File: config.mk
export PLATFORM = sky130hd
export DESIGN_NAME = parity_split_sorter_unit
export DESIGN_NICKNAME = d
export VERILOG_FILES = /design/src/design/pss_pkg.sv /design/src/design/pss_list.sv /design/src/design/pss_ctrl.sv /design/src/design/pss_dp.sv /design/src/design/parity_split_sorter_unit.sv
export SDC_FILE = /design/constraint.sdc
export NUM_CORES = 2
export LEC_CHECK = 0
export ABC_AREA = 1
export BUFFER_PORTS_ARGS = -buffer_cell sky130_fd_sc_hd__buf_2
export CORE_MARGIN = 8
export CORE_UTILIZATION = 55
export CTS_CLUSTER_DIAMETER = 40
export DETAILED_ROUTE_END_ITERATION = 6
export PLACE_DENSITY = 0.7
export SLEW_MARGIN = 20
export SYNTH_ARGS = -nofsm -noshare
export SYNTH_HDL_FRONTEND = slang
export SYNTH_SLANG_ARGS = --single-unit
File: constraint.sdc
create_clock -name clk -period 5.7 [get_ports clk]
set_input_delay 0.855 -clock clk [delete_from_list [all_inputs] [get_ports clk]]
set_output_delay 0.855 -clock clk [all_outputs]
set_load 0.02 [all_outputs]
File: src/design/pss_pkg.sv
// Shared package for the parity split sorter.
// Holds default sizes and the command/status words between controller and datapath.
// No dependencies.
package pss_pkg;

	localparam int DEF_STORE_DEPTH = 16;
	localparam int DEF_DATA_WIDTH  = 32;

	typedef struct packed {
		logic file;    // write the input word into its list
		logic pop;     // move the next sorted word into the output register
		logic finish;  // close the batch
	} pss_cmd_t;

	typedef struct packed {
		logic even_left;
		logic odd_left;
		logic out_room;
		logic last_one;
	} pss_status_t;

endpackage

File: src/design/pss_list.sv
// One sorted list of the parity split sorter: insertion on write, shift out at the head.
// Depends on nothing but its parameters.
module pss_list #(
	parameter int DEPTH   = 16,
	parameter int WIDTH   = 32,
	parameter bit DESCEND = 1'b0
) (
	input  logic                          clk,
	input  logic                          arst_n,
	input  logic                          ins,
	input  logic signed [WIDTH-1:0]       ins_data,
	input  logic                          pop,
	output logic signed [WIDTH-1:0]       head,
	output logic [$clog2(DEPTH+1)-1:0]    count,
	output logic                          full
);
	localparam int CW = $clog2(DEPTH + 1);

	logic signed [WIDTH-1:0] cell_q [DEPTH];
	logic [CW-1:0]           count_q;
	logic [DEPTH-1:0]        keep;

	assign head  = cell_q[0];
	assign count = count_q;
	assign full  = (count_q == CW'(DEPTH));

	for (genvar i = 0; i < DEPTH; i++) begin : g_cell
		assign keep[i] = (CW'(i) < count_q) &&
			(DESCEND ? (cell_q[i] >= ins_data) : (cell_q[i] <= ins_data));

		always_ff @(posedge clk) begin
			if (ins && !full) begin
				if (!keep[i]) begin
					if (i == 0)
						cell_q[i] <= ins_data;
					else if (keep[(i == 0) ? 0 : i-1])
						cell_q[i] <= ins_data;
					else
						cell_q[i] <= cell_q[(i == 0) ? 0 : i-1];
				end
			end else if (pop) begin
				if (i < DEPTH-1)
					cell_q[i] <= cell_q[(i < DEPTH-1) ? i+1 : i];
			end
		end
	end

	always_ff @(posedge clk or negedge arst_n) begin
		if (!arst_n) begin
			count_q <= '0;
		end else if (ins && !full) begin
			count_q <= count_q + CW'(1);
		end else if (pop && count_q != '0) begin
			count_q <= count_q - CW'(1);
		end
	end

endmodule

File: src/design/pss_ctrl.sv
// Controller of the parity split sorter: file words, then drain the two lists.
// Depends on pss_pkg.
module pss_ctrl (
	input  logic                 clk,
	input  logic                 arst_n,
	input  logic                 in_valid,
	input  logic                 batch_end,
	output logic                 in_stall,
	input  pss_pkg::pss_status_t status,
	output pss_pkg::pss_cmd_t    cmd
);
	import pss_pkg::*;

	typedef enum logic {ST_LOAD, ST_EMIT} state_t;

	state_t state_q;

	assign in_stall = (state_q != ST_LOAD);

	always_comb begin
		cmd = '0;
		case (state_q)
			ST_LOAD: begin
				cmd.file = in_valid;
			end
			ST_EMIT: begin
				cmd.pop    = status.out_room && (status.even_left || status.odd_left);
				cmd.finish = (cmd.pop && status.last_one) ||
					(!status.even_left && !status.odd_left);
			end
			default: cmd = '0;
		endcase
	end

	always_ff @(posedge clk or negedge arst_n) begin
		if (!arst_n) begin
			state_q <= ST_LOAD;
		end else begin
			case (state_q)
				ST_LOAD: if (cmd.file && batch_end) state_q <= ST_EMIT;
				ST_EMIT: if (cmd.finish) state_q <= ST_LOAD;
				default: state_q <= ST_LOAD;
			endcase
		end
	end

endmodule

File: src/design/pss_dp.sv
// Datapath of the parity split sorter: even and odd lists, drop flag, output register.
// Depends on pss_pkg and pss_list.
module pss_dp #(
	parameter int STORE_DEPTH = pss_pkg::DEF_STORE_DEPTH,
	parameter int DATA_WIDTH  = pss_pkg::DEF_DATA_WIDTH
) (
	input  logic                         clk,
	input  logic                         arst_n,
	input  logic signed [DATA_WIDTH-1:0] value,
	input  pss_pkg::pss_cmd_t            cmd,
	output pss_pkg::pss_status_t         status,
	input  logic                         out_stall,
	output logic                         out_valid,
	output logic signed [DATA_WIDTH-1:0] sorted_value,
	output logic                         is_even,
	output logic                         run_end,
	output logic                         dropped
);
	import pss_pkg::*;

	localparam int CW = $clog2(STORE_DEPTH + 1);

	logic signed [DATA_WIDTH-1:0] even_head, odd_head;
	logic [CW-1:0]                even_cnt, odd_cnt;
	logic                         even_full, odd_full;
	logic                         overflow_q;
	logic                         out_valid_q;
	logic signed [DATA_WIDTH-1:0] value_q;
	logic                         is_even_q, run_end_q, dropped_q;
	logic                         even_pop, odd_pop;

	assign even_pop = cmd.pop && (even_cnt != '0);
	assign odd_pop  = cmd.pop && (even_cnt == '0);

	pss_list #(.DEPTH(STORE_DEPTH), .WIDTH(DATA_WIDTH), .DESCEND(1'b0)) u_even (
		.clk(clk), .arst_n(arst_n),
		.ins(cmd.file && !value[0]), .ins_data(value), .pop(even_pop),
		.head(even_head), .count(even_cnt), .full(even_full)
	);

	pss_list #(.DEPTH(STORE_DEPTH), .WIDTH(DATA_WIDTH), .DESCEND(1'b1)) u_odd (
		.clk(clk), .arst_n(arst_n),
		.ins(cmd.file && value[0]), .ins_data(value), .pop(odd_pop),
		.head(odd_head), .count(odd_cnt), .full(odd_full)
	);

	assign status.even_left = (even_cnt != '0);
	assign status.odd_left  = (odd_cnt != '0);
	assign status.out_room  = !out_valid_q || !out_stall;
	assign status.last_one  = (({1'b0, even_cnt} + {1'b0, odd_cnt}) == (CW+1)'(1));

	always_ff @(posedge clk or negedge arst_n) begin
		if (!arst_n) begin
			overflow_q <= 1'b0;
		end else if (cmd.finish) begin
			overflow_q <= 1'b0;
		end else if (cmd.file && (value[0] ? odd_full : even_full)) begin
			overflow_q <= 1'b1;
		end
	end

	always_ff @(posedge clk or negedge arst_n) begin
		if (!arst_n) begin
			out_valid_q <= 1'b0;
		end else if (cmd.pop) begin
			out_valid_q <= 1'b1;
		end else if (!out_stall) begin
			out_valid_q <= 1'b0;
		end
	end

	always_ff @(posedge clk) begin
		if (cmd.pop) begin
			value_q   <= even_pop ? even_head : odd_head;
			is_even_q <= even_pop;
			run_end_q <= status.last_one;
			dropped_q <= overflow_q;
		end
	end

	assign out_valid    = out_valid_q;
	assign sorted_value = value_q;
	assign is_even      = is_even_q;
	assign run_end      = run_end_q;
	assign dropped      = dropped_q;

endmodule

File: src/design/parity_split_sorter_unit.sv
// Parity split sorter, top level.
// Input channel: value and batch_end with in_valid / in_stall. Each word is filed by its
// lowest bit into an even list (kept ascending) or an odd list (kept descending), one word
// per cycle while in_stall is low. A word whose list already holds STORE_DEPTH entries
// is dropped and marks the batch as dropped.
// Output channel: sorted_value, is_even, run_end, dropped with out_valid / out_stall.
// After the batch_end word is taken, in_stall rises and the lists drain through the output
// register: all even words ascending, then all odd words descending, run_end on the last.
// Taking the batch_end word moves the controller into its emit state; from there the
// first result is loaded into the output register, then one result per cycle while
// out_stall is low. At most 2*STORE_DEPTH words are stored per batch. When out_stall is
// high the output word holds and draining pauses. in_stall falls once the last result
// has entered the output register; the next batch may load meanwhile.
// Reset empties both lists, clears the drop mark and the output valid.
// Depends on pss_pkg, pss_ctrl and pss_dp.
module parity_split_sorter_unit #(
	parameter int STORE_DEPTH = pss_pkg::DEF_STORE_DEPTH,
	parameter int DATA_WIDTH  = pss_pkg::DEF_DATA_WIDTH
) (
	input  logic                         clk,
	input  logic                         arst_n,
	input  logic                         in_valid,
	output logic                         in_stall,
	input  logic signed [DATA_WIDTH-1:0] value,
	input  logic                         batch_end,
	output logic                         out_valid,
	input  logic                         out_stall,
	output logic signed [DATA_WIDTH-1:0] sorted_value,
	output logic                         is_even,
	output logic                         run_end,
	output logic                         dropped
);
	import pss_pkg::*;

	pss_cmd_t    cmd;
	pss_status_t status;

	pss_ctrl u_ctrl (
		.clk(clk), .arst_n(arst_n),
		.in_valid(in_valid), .batch_end(batch_end), .in_stall(in_stall),
		.status(status), .cmd(cmd)
	);

	pss_dp #(.STORE_DEPTH(STORE_DEPTH), .DATA_WIDTH(DATA_WIDTH)) u_dp (
		.clk(clk), .arst_n(arst_n),
		.value(value), .cmd(cmd), .status(status),
		.out_stall(out_stall), .out_valid(out_valid),
		.sorted_value(sorted_value), .is_even(is_even),
		.run_end(run_end), .dropped(dropped)
	);

endmodule
==> results_dict.tcl <==
set metrics [dict create \
    status "finished clean" \
    worstHoldStart "out_stall" \
    reg2reg_slack_ns 1.39 \
    startpoint_type "register" \
    vias 83950 \
    wl_per_cell_um 24.18 \
    seq_area_frac_synth_pct 37.65 \
    h-tree-depth 4 \
    internal_power_mw 26.55 \
    yosysWarnings 0 \
    cts.sinks 1072 \
    dpl.hpwl_mm 228.4 \
    multi_input_area_um2 45730 \
    p_clk_share_pct 26.0 \
    fp.dieH_um 409.9 \
    seqCellArea_um2 32130 \
    synth.largest_area_cell "edfxtp_1" \
    root_buffer "clkbuf_16" \
    worstPathMaxFanout 206 \
    clk_latency_ns 0.87 \
    r2r_end "u_dp.u_even.cell_q[0][39]" \
    die_w_um 409.9 \
    wl_mm 324.0 \
    gp_congestion 0.9976 \
    postRouteAntennaNets 0 \
    max_freq_mhz 231.8 \
    avgSynthCellArea_um2 7.607 \
    drtIter0Drc 10640 \
    syn_to_final_growth_pct 12.19 \
    rsz0062_at_grt "no" \
    clk_pin_slew_ns 0.05 \
    syn_area_um2 85330 \
    grt_max_degree 207 \
    slew_violations 0 \
    cts_made_buffers 205 \
    timing.rr.start "u_dp.u_even.count[1]" \
    synth_nets 12290 \
    grt_first_pass_wirelength_mm 483.0 \
    grt_use_total_pct 37.06 \
    overflow 0 \
    core-area_um2 154000 \
    grt_pass1_vias 80110 \
    avgViaCountPerCell 6.265 \
    dr.pass1.iters 7 \
    placed_area_um2 88650 \
    port_buffers 73 \
    slew_headroom_pct 11.40 \
    dieArea_um2 168000 \
    synth_edf_count 1059 \
    ios 74 \
    p_comb_share_pct 41.4 \
    setup_slack_ns 1.387 \
    numPlacedInstances 13000 \
    sequentialPowerShare_pct 32.6 \
    nFillCells 13690 \
    min_path_type "input port to register" \
    power_mw 48.30 \
    drc 0 \
    crit_arrival_ns 5.02 \
    rows 144 \
    final_cells 13400 \
    dpl_worst_slack_ns 0.8172 \
    power_density_nw_per_um2 504.5 \
    ys_ff_latch 1072 \
    leakagePower_nw 46.90 \
    worstPathRequired_ns 6.40 \
    net-switching-power_mw 21.75 \
    hold_violations 0 \
    syn-instance-count 11220 \
    min_to "u_dp.out_valid" \
    switching_share_pct 45.03 \
    path_class "register to register" \
    synth-main-ff-cell "edfxtp_1" \
    clockBufferDepth 3 \
    setup_viol 0 \
    antenna_found_initial 28 \
    design_area_um2 95740 \
    worst_slew_pin_slew_ns 1.315 \
    initial_utilization_pct 55.39 \
    yosys.area.top_type_share_pct 37.27 \
    maxCapViolations 0 \
    final_nets 12230 \
    hold_depth 3 \
    min_period_ns 4.313 \
    synth_area_leaders "edfxtp_1, nand2_1, ha_1, nand4_1, nand3_1" \
    drive_gt1_share_pct 7.573 \
    async_flop_share_pct 1.213 \
    ys_types 55 \
    period_share_pct 75.67 \
    ir_drop_mv 0.4657 \
    reg2regPathDepth 12 \
    cts_tree "yes" \
    timing.setup.tns_ns 0 \
    fin_skew_ns 0.03878 \
    cp-end-kind "register" \
]
## per-layer routing
metal	part of all wire [%]	track usage [%]
met1	37	47.13
met2	43	55.82
met3	12	8.807
met4	7.9	25.46
met5	0.014	0
## synth_stat cells, types with 4 or more instances
cell,n
nand4_1,932
nand2_2,6
a21oi_1,475
nand3_1,1001
buf_4,53
buf_6,10
buf_1,90
buf_2,324
edfxtp_1,1059
nand3_2,8
nor4_1,10
dfrtp_1,13
inv_2,36
o21ai_1,11
ha_1,1035
a21o_1,29
nor2_1,316
o21ai_0,270
o21bai_1,15
nor2_2,4
xor2_1,8
nor3_1,23
nand2_1,4071
nor4_2,4
clkbuf_1,191
nor3b_1,6
o21a_1,63
inv_1,1114
## cells in the final DEF, fill, tap and decap left out, types with 4 or more instances in the layout
master and instances:
nand2_1 4048, a21oi_1 473, diode_2 13, clkbuf_16 207, clkinv_4 21, nand3_2 8, clkbuf_8 4, ha_1 1035
buf_2 73, edfxtp_1 1059, buf_12 76, nand2_2 29, nand3_1 1001, nor4_2 4, xor2_1 8, buf_4 260
inv_16 4, nor3b_1 6, o21bai_1 15, o21a_1 63, nor3_1 23, nand4_1 932, bufinv_16 23, dfrtp_1 13
nor4_1 10, nor2_2 4, inv_8 8, nor2_1 316, inv_1 1113, clkinvlp_4 27, inv_6 27, clkinv_1 24
o21ai_0 262, clkinv_2 61, a21o_1 29, o21ai_1 18, clkbuf_1 15
## logic make-up after synthesis
| family | Yosys count | synth area share (%) |
|---|---|---|
| AO/OA/AOI/OAI | 874 | 5.471 |
| XOR/XNOR | 8 | 0.08211 |
| adder cells (fa/ha/maj) | 1036 | 15.20 |
| buffers and inverters | 1825 | 8.866 |
| flip-flops | 1072 | 37.65 |
| AND/OR/NAND/NOR | 6402 | 32.73 |
## worst max path at each step
stage                         start                         to
6_report       u_dp.u_even.count[1]  u_dp.u_even.cell_q[0][39]
3_3_place_gp              value[28]  u_dp.u_odd.cell_q[1][160]
5_1_grt        u_dp.u_even.count[1]  u_dp.u_even.cell_q[0][39]
2_1_floorplan             value[31]  u_dp.u_even.cell_q[7][32]
4_1_cts        u_dp.u_even.count[1]   u_dp.u_even.cell_q[0][0]
3_5_place_dp              value[28]  u_dp.u_even.cell_q[4][36]
## critical path, cell delays in order (launching register included)
cell	delay, ns
dfrtp_1	0.53
inv_1	0.21
ha_1	0.27
nand2_2	0.15
nor2_8	0.07
nand2_2	0.24
and2_4	0.20
nand2_2	0.19
nor2_4	0.32
buf_12	0.77
buf_4	0.68
nand2_1	0.31
nand2_1	0.14
## through the flow
| step | util, % | hold slack [ns] |
|---|---|---|
| final | 62.15 | 0.2757 |
| after floorplan | - | 0.4257 |
| after global placement | 57.55 | 0.5006 |
| after global routing | 62.13 | 0.2653 |
| after detailed placement | 57.55 | 0.5363 |
| after CTS | 62.13 | 0.2264 |
## final cells by class
cell class	instances	area share (%)
inverter	1151	4.594
sequential	1072	33.56
timing repair buffer	410	4.020
clock buffer	226	5.527
multi-input combinational	8320	47.77
antenna	13	0.03398
clock inverter	164	1.827
tap	2044	2.671
## flip-flops by register name, summed over array words and instances, names as in the netlist
signal              flops
u_ctrl.in_stall         1
u_dp.u_odd.cell_q     512
u_dp.u_odd.count        5
u_dp.u_even.count       5
u_dp.dropped            1
u_dp.sorted_value      32
u_dp.u_even.cell_q    512
u_dp.overflow_q         1
u_dp.out_valid          1
u_dp.run_end            1
u_dp.is_even            1
## timing repair
item	in CTS	in global routing
resized for setup	0	0
setup buffers	0	0
hold buffers	1	0
endpoints found under the hold margin	13	0
## power by group through the flow
stage                     sequential (mW)  combinational, mW  clock [mW]
after floorplan                      14.5               13.5           0
after global placement               15.7               18.7           0
after detailed placement             15.7               19.4           0
after CTS                            15.6               19.5        12.6
after global routing                 15.9               22.1        12.9
final                                15.7               20.0        12.6
Power figures use the tool's default switching activity.
